[config.mk]
export PLATFORM = sky130hd
export DESIGN_NAME = websocket_frame_deframer
export DESIGN_NICKNAME = d
export VERILOG_FILES = /design/src/sv/wsd_pkg.sv /design/src/sv/wsd_parser.sv /design/src/sv/wsd_queue.sv /design/src/sv/wsd_unmask.sv /design/src/sv/websocket_frame_deframer.sv
export SDC_FILE = /design/constraint.sdc
export NUM_CORES = 1
export LEC_CHECK = 0
export BUFFER_PORTS_ARGS = -buffer_cell sky130_fd_sc_hd__buf_2
export CAP_MARGIN = 20
export CORE_MARGIN = 2
export CORE_UTILIZATION = 50
export DETAILED_ROUTE_END_ITERATION = 7
export PLACE_DENSITY = 0.67
export SLEW_MARGIN = 40
export SYNTH_ARGS = -nofsm -noshare
export SYNTH_HDL_FRONTEND = slang
export SYNTH_SLANG_ARGS = --single-unit
[constraint.sdc]
create_clock -name clk -period 10.79 [get_ports clk]
set_clock_uncertainty 0.05 [all_clocks]
set_input_delay 2.158 -clock clk [delete_from_list [all_inputs] [get_ports clk]]
set_output_delay 2.158 -clock clk [all_outputs]
set_load 0.01 [all_outputs]
[src/sv/wsd_pkg.sv]
// Shared types and constants for the WebSocket frame deframer.
`default_nettype none

package wsd_pkg;

    localparam int LEN_W   = 63;
    localparam int INDEX_W = 32;

    // Result kinds.
    localparam logic KIND_HEADER  = 1'b0;
    localparam logic KIND_PAYLOAD = 1'b1;

    // Fragmentation classes.
    localparam logic [2:0] CLASS_OPEN     = 3'd0;
    localparam logic [2:0] CLASS_MIDDLE   = 3'd1;
    localparam logic [2:0] CLASS_CLOSING  = 3'd2;
    localparam logic [2:0] CLASS_CONTROL  = 3'd3;
    localparam logic [2:0] CLASS_DATA     = 3'd4;
    localparam logic [2:0] CLASS_REJECTED = 3'd5;

    // Header codes.
    localparam logic [3:0] OPC_CONTINUATION = 4'h0;
    localparam logic [6:0] LEN_CODE_16      = 7'd126;
    localparam logic [6:0] LEN_CODE_64      = 7'd127;

    typedef struct packed {
        logic               kind;
        logic [7:0]         raw_byte;
        logic [7:0]         key_byte;
        logic               fin;
        logic [2:0]         rsv;
        logic [3:0]         opcode;
        logic               masked;
        logic [LEN_W-1:0]   length;
        logic [2:0]         msg_class;
        logic [INDEX_W-1:0] frag_index;
        logic               last;
    } wsd_item_t;

endpackage

`default_nettype wire

[src/sv/wsd_parser.sv]
// Front end: parses the frame header, classifies the frame and queues one request per result.
`default_nettype none

module wsd_parser (
    input  wire logic              clk,
    input  wire logic              rst_n,
    input  wire logic              accept,
    input  wire logic [7:0]        stream_byte,
    output logic                   emit,
    output wsd_pkg::wsd_item_t     item
);
    import wsd_pkg::*;

    localparam logic [2:0] PH_BYTE0   = 3'd0;
    localparam logic [2:0] PH_BYTE1   = 3'd1;
    localparam logic [2:0] PH_EXTLEN  = 3'd2;
    localparam logic [2:0] PH_MASK    = 3'd3;
    localparam logic [2:0] PH_PAYLOAD = 3'd4;

    localparam logic [2:0] EXT16_LAST = 3'd1;
    localparam logic [2:0] EXT64_LAST = 3'd7;
    localparam logic [2:0] KEY_LAST   = 3'd3;

    logic [2:0]         phase_reg, phase_next;
    logic [2:0]         count_reg, count_next;
    logic [7:0]         flags_reg, flags_next;
    logic               masked_reg, masked_next;
    logic               long_reg, long_next;
    logic [LEN_W-1:0]   length_reg, length_next;
    logic [31:0]        key_reg, key_next;
    logic [LEN_W-1:0]   remain_reg, remain_next;
    logic [1:0]         pos_reg, pos_next;
    logic               active_reg, active_next;
    logic [INDEX_W-1:0] counter_reg, counter_next;
    logic [2:0]         class_reg, class_next;
    logic [INDEX_W-1:0] index_reg, index_next;

    logic       hdr_done;
    logic       is_cont;
    logic       is_ctrl;
    logic       is_data;
    logic       res_kind;
    logic       res_last;
    logic [7:0] res_key;

    assign is_cont = (flags_reg[3:0] == OPC_CONTINUATION);
    assign is_ctrl = flags_reg[3];
    assign is_data = !is_cont && !is_ctrl;

    always_comb
    begin
        phase_next   = phase_reg;
        count_next   = count_reg;
        flags_next   = flags_reg;
        masked_next  = masked_reg;
        long_next    = long_reg;
        length_next  = length_reg;
        key_next     = key_reg;
        remain_next  = remain_reg;
        pos_next     = pos_reg;
        active_next  = active_reg;
        counter_next = counter_reg;
        class_next   = class_reg;
        index_next   = index_reg;
        hdr_done     = 1'b0;
        emit         = 1'b0;
        res_kind     = KIND_HEADER;
        res_last     = 1'b0;
        res_key      = 8'h00;

        if (accept)
        begin
            case (phase_reg)
                PH_BYTE1:
                begin
                    masked_next = stream_byte[7];
                    key_next    = 32'h0;
                    count_next  = 3'd0;
                    if (stream_byte[6:0] == LEN_CODE_16 || stream_byte[6:0] == LEN_CODE_64)
                    begin
                        long_next   = (stream_byte[6:0] == LEN_CODE_64);
                        length_next = '0;
                        phase_next  = PH_EXTLEN;
                    end
                    else
                    begin
                        length_next = {{(LEN_W-7){1'b0}}, stream_byte[6:0]};
                        if (stream_byte[7])
                            phase_next = PH_MASK;
                        else
                            hdr_done = 1'b1;
                    end
                end
                PH_EXTLEN:
                begin
                    // Shifting inside 63 bits drops the top bit of a 64-bit length.
                    length_next = {length_reg[LEN_W-9:0], stream_byte};
                    count_next  = count_reg + 3'd1;
                    if (count_reg == (long_reg ? EXT64_LAST : EXT16_LAST))
                    begin
                        count_next = 3'd0;
                        if (masked_reg)
                            phase_next = PH_MASK;
                        else
                            hdr_done = 1'b1;
                    end
                end
                PH_MASK:
                begin
                    key_next   = {key_reg[23:0], stream_byte};
                    count_next = count_reg + 3'd1;
                    if (count_reg == KEY_LAST)
                    begin
                        count_next = 3'd0;
                        hdr_done   = 1'b1;
                    end
                end
                PH_PAYLOAD:
                begin
                    case (pos_reg)
                        2'd0:    res_key = key_reg[31:24];
                        2'd1:    res_key = key_reg[23:16];
                        2'd2:    res_key = key_reg[15:8];
                        default: res_key = key_reg[7:0];
                    endcase
                    pos_next    = pos_reg + 2'd1;
                    remain_next = remain_reg - {{(LEN_W-1){1'b0}}, 1'b1};
                    res_last    = (remain_reg == {{(LEN_W-1){1'b0}}, 1'b1});
                    res_kind    = KIND_PAYLOAD;
                    emit        = 1'b1;
                    if (res_last)
                        phase_next = PH_BYTE0;
                end
                default:
                begin
                    flags_next = stream_byte;
                    phase_next = PH_BYTE1;
                end
            endcase
        end

        if (hdr_done)
        begin
            index_next = '0;
            if (!active_reg && !flags_reg[7] && is_data)
            begin
                active_next  = 1'b1;
                counter_next = counter_reg + {{(INDEX_W-1){1'b0}}, 1'b1};
                index_next   = counter_next;
                class_next   = CLASS_OPEN;
            end
            else if (active_reg && is_cont)
            begin
                index_next  = counter_reg;
                class_next  = flags_reg[7] ? CLASS_CLOSING : CLASS_MIDDLE;
                active_next = !flags_reg[7];
            end
            else if (!active_reg && flags_reg[7] && !is_cont)
            begin
                class_next = is_ctrl ? CLASS_CONTROL : CLASS_DATA;
            end
            else
            begin
                class_next = CLASS_REJECTED;
            end
            remain_next = length_next;
            pos_next    = 2'd0;
            res_last    = (length_next == '0);
            phase_next  = res_last ? PH_BYTE0 : PH_PAYLOAD;
            emit        = 1'b1;
        end
    end

    always_comb
    begin
        item.kind       = res_kind;
        item.raw_byte   = stream_byte;
        item.key_byte   = res_key;
        item.fin        = flags_reg[7];
        item.rsv        = flags_reg[6:4];
        item.opcode     = flags_reg[3:0];
        item.masked     = masked_next;
        item.length     = length_next;
        item.msg_class  = class_next;
        item.frag_index = index_next;
        item.last       = res_last;
    end

    always_ff @(posedge clk or negedge rst_n)
    begin
        if (!rst_n)
        begin
            phase_reg   <= PH_BYTE0;
            count_reg   <= 3'd0;
            flags_reg   <= 8'h00;
            masked_reg  <= 1'b0;
            long_reg    <= 1'b0;
            length_reg  <= '0;
            key_reg     <= 32'h0;
            remain_reg  <= '0;
            pos_reg     <= 2'd0;
            active_reg  <= 1'b0;
            counter_reg <= '0;
            class_reg   <= CLASS_OPEN;
            index_reg   <= '0;
        end
        else
        begin
            phase_reg   <= phase_next;
            count_reg   <= count_next;
            flags_reg   <= flags_next;
            masked_reg  <= masked_next;
            long_reg    <= long_next;
            length_reg  <= length_next;
            key_reg     <= key_next;
            remain_reg  <= remain_next;
            pos_reg     <= pos_next;
            active_reg  <= active_next;
            counter_reg <= counter_next;
            class_reg   <= class_next;
            index_reg   <= index_next;
        end
    end

`ifndef NO_ASSERTIONS
    // The payload phase is only ever entered with bytes left to deliver.
    a_payload_nonzero: assert property (@(posedge clk) disable iff (!rst_n)
        phase_reg == PH_PAYLOAD |-> remain_reg != '0)
        else $error("payload phase with no bytes remaining");

    // A header with a nonzero length must be followed by the payload phase.
    a_header_to_payload: assert property (@(posedge clk) disable iff (!rst_n)
        emit && item.kind == KIND_HEADER && !item.last |=> phase_reg == PH_PAYLOAD)
        else $error("header result not followed by payload phase");
`endif

endmodule

`default_nettype wire

[src/sv/wsd_queue.sv]
// Short request queue between the header parser and the output stage.
`default_nettype none

module wsd_queue #(
    parameter int DEPTH = 4
) (
    input  wire logic               clk,
    input  wire logic               rst_n,
    input  wire logic               push,
    input  wsd_pkg::wsd_item_t      push_item,
    output logic                    full,
    input  wire logic               pop,
    output wsd_pkg::wsd_item_t      head_item,
    output logic                    empty
);
    import wsd_pkg::*;

    localparam int PTR_W = (DEPTH > 1) ? $clog2(DEPTH) : 1;
    localparam int CNT_W = $clog2(DEPTH + 1);

    wsd_item_t        store_reg [DEPTH];
    logic [PTR_W-1:0] wr_ptr_reg, wr_ptr_next;
    logic [PTR_W-1:0] rd_ptr_reg, rd_ptr_next;
    logic [CNT_W-1:0] count_reg, count_next;
    logic             do_push;
    logic             do_pop;

    assign full      = (count_reg == CNT_W'(DEPTH));
    assign empty     = (count_reg == '0);
    assign do_push   = push && !full;
    assign do_pop    = pop && !empty;
    assign head_item = store_reg[rd_ptr_reg];

    always_comb
    begin
        wr_ptr_next = wr_ptr_reg;
        rd_ptr_next = rd_ptr_reg;
        count_next  = count_reg;
        if (do_push)
            wr_ptr_next = (wr_ptr_reg == PTR_W'(DEPTH - 1)) ? '0 : wr_ptr_reg + PTR_W'(1);
        if (do_pop)
            rd_ptr_next = (rd_ptr_reg == PTR_W'(DEPTH - 1)) ? '0 : rd_ptr_reg + PTR_W'(1);
        if (do_push && !do_pop)
            count_next = count_reg + CNT_W'(1);
        else if (do_pop && !do_push)
            count_next = count_reg - CNT_W'(1);
    end

    always_ff @(posedge clk)
    begin
        if (do_push)
            store_reg[wr_ptr_reg] <= push_item;
    end

    always_ff @(posedge clk or negedge rst_n)
    begin
        if (!rst_n)
        begin
            wr_ptr_reg <= '0;
            rd_ptr_reg <= '0;
            count_reg  <= '0;
        end
        else
        begin
            wr_ptr_reg <= wr_ptr_next;
            rd_ptr_reg <= rd_ptr_next;
            count_reg  <= count_next;
        end
    end

`ifndef NO_ASSERTIONS
    a_count_bound: assert property (@(posedge clk) disable iff (!rst_n)
        count_reg <= CNT_W'(DEPTH))
        else $error("queue count above depth");

    // A request offered to a full queue would be dropped.
    a_no_drop: assert property (@(posedge clk) disable iff (!rst_n)
        !(push && full))
        else $error("request pushed into a full queue");
`endif

endmodule

`default_nettype wire

[src/sv/wsd_unmask.sv]
// Back end: unmasks payload bytes and holds the result register on the output side.
`default_nettype none

module wsd_unmask (
    input  wire logic              clk,
    input  wire logic              rst_n,
    input  wire logic              q_empty,
    input  wsd_pkg::wsd_item_t     q_item,
    output logic                   q_pop,
    input  wire logic              pop,
    output logic                   empty,
    output wsd_pkg::wsd_item_t     out_item
);
    import wsd_pkg::*;

    logic      valid_reg, valid_next;
    wsd_item_t data_reg;
    wsd_item_t data_next;

    assign q_pop = !q_empty && (!valid_reg || pop);

    always_comb
    begin
        data_next          = q_item;
        data_next.raw_byte = (q_item.kind == KIND_PAYLOAD) ?
                             (q_item.raw_byte ^ q_item.key_byte) : 8'h00;
        data_next.key_byte = 8'h00;
        valid_next         = valid_reg;
        if (q_pop)
            valid_next = 1'b1;
        else if (pop)
            valid_next = 1'b0;
    end

    always_ff @(posedge clk)
    begin
        if (q_pop)
            data_reg <= data_next;
    end

    always_ff @(posedge clk or negedge rst_n)
    begin
        if (!rst_n)
            valid_reg <= 1'b0;
        else
            valid_reg <= valid_next;
    end

    assign empty    = !valid_reg;
    assign out_item = data_reg;

endmodule

`default_nettype wire

[src/sv/websocket_frame_deframer.sv]
// Top level of the WebSocket frame deframer: parser, request queue and output stage.
// Path: a result enters the queue at the edge that accepts the byte completing it, then
// moves into the output register when that register is empty or being popped.
// Throughput: one byte per cycle while full is low; full rises only while the queue is
// full behind an unpopped output register, which a pop refills from a nonempty queue.
// Reset: rst_n clears parser state, fragment tracking, the queue and the output register.
`default_nettype none

module websocket_frame_deframer #(
    parameter int QUEUE_DEPTH = 4
) (
    input  wire logic                          clk,
    input  wire logic                          rst_n,
    input  wire logic                          push,
    output logic                               full,
    input  wire logic [7:0]                    stream_byte,
    output logic                               empty,
    input  wire logic                          pop,
    output logic                               item_kind,
    output logic [7:0]                         payload_byte,
    output logic                               final_flag,
    output logic [2:0]                         reserved_bits,
    output logic [3:0]                         frame_opcode,
    output logic                               is_masked,
    output logic [wsd_pkg::LEN_W-1:0]          payload_length,
    output logic [2:0]                         message_class,
    output logic [wsd_pkg::INDEX_W-1:0]        fragment_index,
    output logic                               last_of_frame
);
    import wsd_pkg::*;

    logic      accept;
    logic      emit;
    wsd_item_t parsed;
    logic      q_empty;
    logic      q_pop;
    wsd_item_t q_head;
    wsd_item_t result;

    assign accept = push && !full;

    wsd_parser u_parser (
        .clk         (clk),
        .rst_n       (rst_n),
        .accept      (accept),
        .stream_byte (stream_byte),
        .emit        (emit),
        .item        (parsed)
    );

    wsd_queue #(
        .DEPTH (QUEUE_DEPTH)
    ) u_queue (
        .clk       (clk),
        .rst_n     (rst_n),
        .push      (emit),
        .push_item (parsed),
        .full      (full),
        .pop       (q_pop),
        .head_item (q_head),
        .empty     (q_empty)
    );

    wsd_unmask u_unmask (
        .clk      (clk),
        .rst_n    (rst_n),
        .q_empty  (q_empty),
        .q_item   (q_head),
        .q_pop    (q_pop),
        .pop      (pop),
        .empty    (empty),
        .out_item (result)
    );

    assign item_kind      = result.kind;
    assign payload_byte   = result.raw_byte;
    assign final_flag     = result.fin;
    assign reserved_bits  = result.rsv;
    assign frame_opcode   = result.opcode;
    assign is_masked      = result.masked;
    assign payload_length = result.length;
    assign message_class  = result.msg_class;
    assign fragment_index = result.frag_index;
    assign last_of_frame  = result.last;

endmodule

`default_nettype wire
# Yosys cells after proc, flatten, opt, wreduce, memory -nomap -nowiden

Memory sizes are Yosys's and may differ from the RTL's.
Index checks and enable logic that the tools add are counted.

Register bits: 369
RAM bits: 500
Bits of input ports: 12
Output and inout port bits: 119
Logic and storage cells: 160
Memories: 1

$add $sub $neg: 8
Eq/ne operators: 19
Multiplexer cells: 60
Bitwise operators: 2
Reduce and logical (&&, ||, !) cells: 43

Memories:

| name              | words | width | rd ports | clocked after Yosys merged registers in | wr ports | line            | text |
|---|---|---|---|---|---|---|---|
| u_queue.store_reg | 4     | 125   | 1        | 0                                       | 1        | wsd_queue.sv:21 | `wsd_item_t store_reg [DEPTH];` |

Operators with widths:

| operator                | number |
|---|---|
| $mux W63                | 4 |
| $pmux W63 S2            | 1 |
| $mux W32                | 3 |
| $pmux W32 S2            | 1 |
| $eq A63 B1 Y1 const B   | 1 |
| $logic_not A63 Y1       | 1 |
| $sub A63 B1 Y63 const B | 1 |
| $mux W3                 | 18 |
| $add A32 B1 Y32 const B | 1 |
| $pmux W8 S3             | 1 |
| $mux W1                 | 20 |
| $mux W8                 | 2 |
| $eq A7 B7 Y1 const B    | 2 |
| $logic_and A1 B1 Y1     | 12 |
| $mux W2                 | 6 |
| $pmux W3 S4             | 1 |
| $reduce_and A2 Y1       | 6 |
| $reduce_bool A2 Y1      | 6 |
| $eq A3 B2 Y1 const B    | 3 |
| $logic_not A1 Y1        | 9 |
| $ne A3 B1 Y1 const B    | 3 |
| $pmux W3 S3             | 1 |
| $xor A8 B8 Y8           | 1 |
| $mux W7                 | 1 |
| other kinds (20)        | 27 |

# Depth between registers and ports, before layout

Depth after elaboration: 11
Depth in mapped cells: 15
Depth with buffers taken out: 13

# Modules after synthesis

From an unflattened synthesis, not the netlist that was laid out.

Cells, all modules: 2202
Area, all modules: 34573.2 sq um

By module, submodules not included:

| module                   | instances | cells each | area an instance (sq um) | seq. area each (sq um) |
|---|---|---|---|---|
| wsd_queue                | 1         | 690        | 18428.9                  | 15189.6 |
| wsd_parser               | 1         | 1364       | 12390.6                  | 6105.9 |
| wsd_unmask               | 1         | 147        | 3739.8                   | 3538.4 |
| websocket_frame_deframer | 1         | 1          | 13.8                     | 0.0 |

# Worst setup path after synthesis

No wires, ideal clock.

Path kind: input to register
From: input pop
To: register u_queue.count_reg[1]
Library setup time: 0.125 ns
Arrival time: 9.291 ns
Data required time: 10.615 ns
Slack: 1.324 ns
Stages on the path: 7
Buffers on the path: 0
Path through: inv_1 -> a21oi_1 -> inv_1 -> ha_1 -> inv_1 -> fa_1 -> mux2_2

Longest elaborated chain between the ends: 6
Elaborated cells between the ends (all ways): 8
Classes of those cells: mux (1); reduce/logical (7)

Ends and longest elaborated chain:

| what                      | line                           | text |
|---|---|---|
| start, declared           | websocket_frame_deframer.sv:18 | `input wire logic pop,` |
| $logic_or A1 B1 Y1        | wsd_unmask.sv:20               | `assign q_pop = !q_empty && (!valid_reg \|\| pop);` |
| $logic_and A1 B1 Y1       | wsd_unmask.sv:20               |  |
| net q_pop                 | websocket_frame_deframer.sv:36 | `logic q_pop;` |
| $logic_and A1 B1 Y1       | wsd_queue.sv:31                | `assign do_pop = pop && !empty;` |
| $logic_not A1 Y1          | wsd_queue.sv:43                | `if (do_push && !do_pop)` |
| $logic_and A1 B1 Y1       | wsd_queue.sv:43                |  |
| $mux W3                   | wsd_queue.sv:43                |  |
| net u_queue.count_next[1] | wsd_queue.sv:24                | `logic [CNT_W-1:0] count_reg, count_next;` |
| end signal, assigned      | wsd_queue.sv:67                | `count_reg <= count_next;` |
| end, declared             | wsd_queue.sv:24                |  |

The timed path passes the listed nets, and every way through them passes these cells.
A chain may end at the register's enable or synchronous reset.

# Final worst setup path

From: input stream_byte[5]
To: memory u_queue.store_reg[2][66] (netlist bit), enable pin

Longest elaborated chain between the ends: 9
Elaborated cells between the ends (all ways): 10
Classes of those cells: eq/ne (2); mux (6); reduce/logical (2)

Ends and longest elaborated chain:

| what                              | line                           | text |
|---|---|---|
| start, declared                   | websocket_frame_deframer.sv:16 | `input wire logic [7:0] stream_byte,` |
| $eq A7 B7 Y1                      | wsd_parser.sv:79               | `if (stream_byte[6:0] == LEN_CODE_16 \|\| stream_byte[6:0] == LEN_CODE_64)` |
| $logic_or A1 B1 Y1 (*)            | wsd_parser.sv:79               |  |
| $mux W1 (*)                       | wsd_parser.sv:79               |  |
| $pmux W1 S3 (*)                   | wsd_parser.sv:73               | `case (phase_reg)` |
| $mux W1 (*)                       | wsd_parser.sv:71               | `if (accept)` |
| $mux W1 (*)                       | wsd_parser.sv:142              | `if (hdr_done)` |
| $logic_and A1 B1 Y1 (*)           | wsd_queue.sv:30                | `assign do_push = push && !full;` |
| $mux W1 (*)                       | wsd_queue.sv:51                | `if (do_push)` |
| $mux W1 (implied by the code) (*) | wsd_queue.sv:52                | `store_reg[wr_ptr_reg] <= push_item;` |
| end, declared                     | wsd_queue.sv:21                |  |

Every way passes the cells marked *; elsewhere a longest branch is shown, timed or not.

==> flow_summary.json <==
{
  "dieArea_mm2": 0.0710,
  "ctsHtreeMaxLevel": 3,
  "relSlewSlack_pct": 40.8,
  "ys_top_cells_by_area": "edfxtp_1 54%, dfrtp_1 18%, mux4_2 7.6%",
  "io_pins": 131,
  "cts-root-buf": "clkbuf_16",
  "top_layer": "met5",
  "rr_worst_depth": 10,
  "slowest_stage": "buf_4",
  "drive_gt1_share_pct": 19.8,
  "fmax_ghz": 0.184,
  "reg2reg_slack_ns": 5.78,
  "outcome": "finished clean",
  "nFillCells": 5188,
  "final.period_utilization_pct": 50.3,
  "peakVddDrop_v": 0.000181,
  "layout_min_cycle_time_ns": 5.43,
  "maxCapViolCount": 0,
  "finalInstanceArea_mm2": 0.0393,
  "avgSynthCellArea_um2": 15.6,
  "fin_tns_setup_ns": 0,
  "grt_max_degree": 104,
  "clk_pin_slew_ns": 0.06,
  "setup_violations": 0,
  "dpl.hpwl_um": 46800,
  "total_power_mw": 10.6,
  "core-area_mm2": 0.0683,
  "dr_total_vias": 19700,
  "cts.repair.resized": 0,
  "cts_tree": "yes",
  "drcViolationCount": 0,
  "crit_chain": "buf_2 > nand4_1 > o21ai_0 > a21oi_1 > o21a_4 > nor2_1 > inv_1 > and2_4 > buf_4",
  "wirelength_um": 75200,
  "vias_per_cell": 5.99,
  "wl_per_cell_um": 22.8,
  "hold_buffers": 0,
  "synth_cell_types": 64,
  "drtPass1Iterations": 8,
  "worst_ep_required_time_ns": 10.98,
  "cts_buffer_depth": 3,
  "worst_hold_slack_ns": 0.449,
  "p_leak_nw": 14.3,
  "cts_sinks": 869,
  "ys.flop_type": "edfxtp_1",
  "initial_utilization_pct": 50.4,
  "netlist_area_mm2": 0.0344,
  "slowest_delay_ns": 0.70,
  "clk_latency_ns": 0.64,
  "crit_path_end_kind": "flop",
  "wl_met2_um": 36800,
  "min_path_cells": 1,
  "grt_pass1_vias": 19800,
  "grt_first_pass_wirelength_um": 117000,
  "seq_area_frac_synth_pct": 72.1,
  "drt_iter0_drc": 1957,
  "routabilityCongestion": 0.891,
  "diodes": 0,
  "final_nets": 2370,
  "yosys.area.top_type_share_pct": 53.8,
  "crit_type": "input pin to flop",
  "synthTopCellsByCount": "617 x edfxtp_1, 252 x dfrtp_1, 206 x nand2_1",
  "yosys.area.top_type": "edfxtp_1",
  "synth_edf_count": 617,
  "cts_setup_buffers": 0,
  "hold_viol_final": 0,
  "syn_nets": 2229,
  "worst_pin_slew_ns": 0.884,
  "yosysMostFrequentCell": "edfxtp_1",
  "rsz0062_at_grt": "no",
  "cts_made_buffers": 86,
  "power_density_mw_per_mm2": 270,
  "ys_ff_latch": 869,
  "cp-start-kind": "input pin",
  "drt-met1-wl_um": 32300,
  "grt_use_total_pct": 21.5,
  "final_util_pct": 57.4,
  "critical_path_arrival_ns": 5.62,
  "die_h_um": 266,
  "placed_area_mm2": 0.0363,
  "route.met3.wl_um": 4250,
  "overflow": 0,
  "async_reset_ff_share_pct": 29.0,
  "die_width_um": 266,
  "rows": 96,
  "io_buffers": 130,
  "area_delta_synth_final_pct": 14.0,
  "min_path_type": "flop to flop",
  "synth_warnings": 0,
  "critPathMaxFanout": 50,
  "finalMaxSlewViolations": 0,
  "antenna_found_initial": 1,
  "ant_nets": 0,
  "largest_reg_flops": 500,
  "synth_cells": 2200
}
worst paths after layout:
kind / to / start
setup reg to reg: u_queue.store_reg[2][66] / u_parser.phase_reg[0]
hold / removal: u_queue.count_reg[2] / u_queue.count_reg[2]
max in group asynchronous: u_queue.rd_ptr_reg[1] / rst_n
setup / recovery: u_queue.store_reg[2][66] / stream_byte[5]
min in group asynchronous: u_parser.flags_reg[1] / rst_n
hold reg to reg: u_queue.count_reg[2] / u_queue.count_reg[2]
cell usage in the layout (no fill, tap or decap), drive strengths merged, types with 15 or more instances in the layout:
master	netlist	routed
a21oi	45	45
a22o	23	23
a32oi	40	40
buf	21	178
clkbuf	104	110
clkinv	1	34
dfrtp	252	252
edfxtp	617	617
ha	16	16
inv	23	27
mux2	15	15
mux4	116	116
nand2	206	206
nand3	35	35
nand4	15	15
nor2	124	124
nor3	39	39
nor4	42	42
o211ai	16	16
o21ai	163	163
o31ai	32	32
or3	30	30
xnor2	69	69
xor2	29	29
power breakdown:
| part | internal [mW] | switching [mW] | total (mW) |
|---|---|---|---|
| clock network | 1.82 | 1.25 | 3.07 |
| registers | 4.49 | 0.354 | 4.85 |
| logic | 0.994 | 1.67 | 2.66 |
| total | 7.31 | 3.27 | 10.6 |
layer usage:
layer / track usage, % / vias to the layer above
met1: 30.0 / 10100
met4: 7.08 / 2
li1: - / 8810
met3: 3.45 / 105
met5: 0 / -
met2: 35.1 / 681
cell type report:
| class | instances | area [um2] | share of cell area (%) |
|---|---|---|---|
| clock buffers | 110 | 2370 | 6.03 |
| clock inverters | 51 | 572 | 1.46 |
| inverters | 24 | 90.1 | 0.229 |
| multi-input cells | 1182 | 9100 | 23.2 |
| flip-flops and latches | 869 | 24800 | 63.3 |
| well taps | 882 | 1100 | 2.81 |
| repair buffers | 178 | 1190 | 3.02 |
metrics by stage:
step	cells	setup slack [ns]
detailed placement	3133	4.74
CTS	3294	5.41
floorplan	2200	1.32
global route	3296	5.12
finish	3296	5.36
global placement	3126	4.29
worst max-delay path: cells and delay by family:
kind,cells,cell delay (ns)
AO/OA/AOI/OAI,3,0.97
AND/OR/NAND/NOR,3,1.08
buffers and inverters,3,1.31
cells by family after synthesis:
group                    count (synthesis)  share of synthesized area [%]
AO/OA/AOI/OAI                          397                           7.57
AND/OR/NAND/NOR                        538                           7.43
XOR/XNOR                                98                           2.49
flip-flops                             869                           72.1
buffers and inverters                  149                           1.63
multiplexers                           132                           8.11
adder cells (fa/ha/maj)                 17                          0.640
Note: power is estimated with default switching activity, not from simulation.
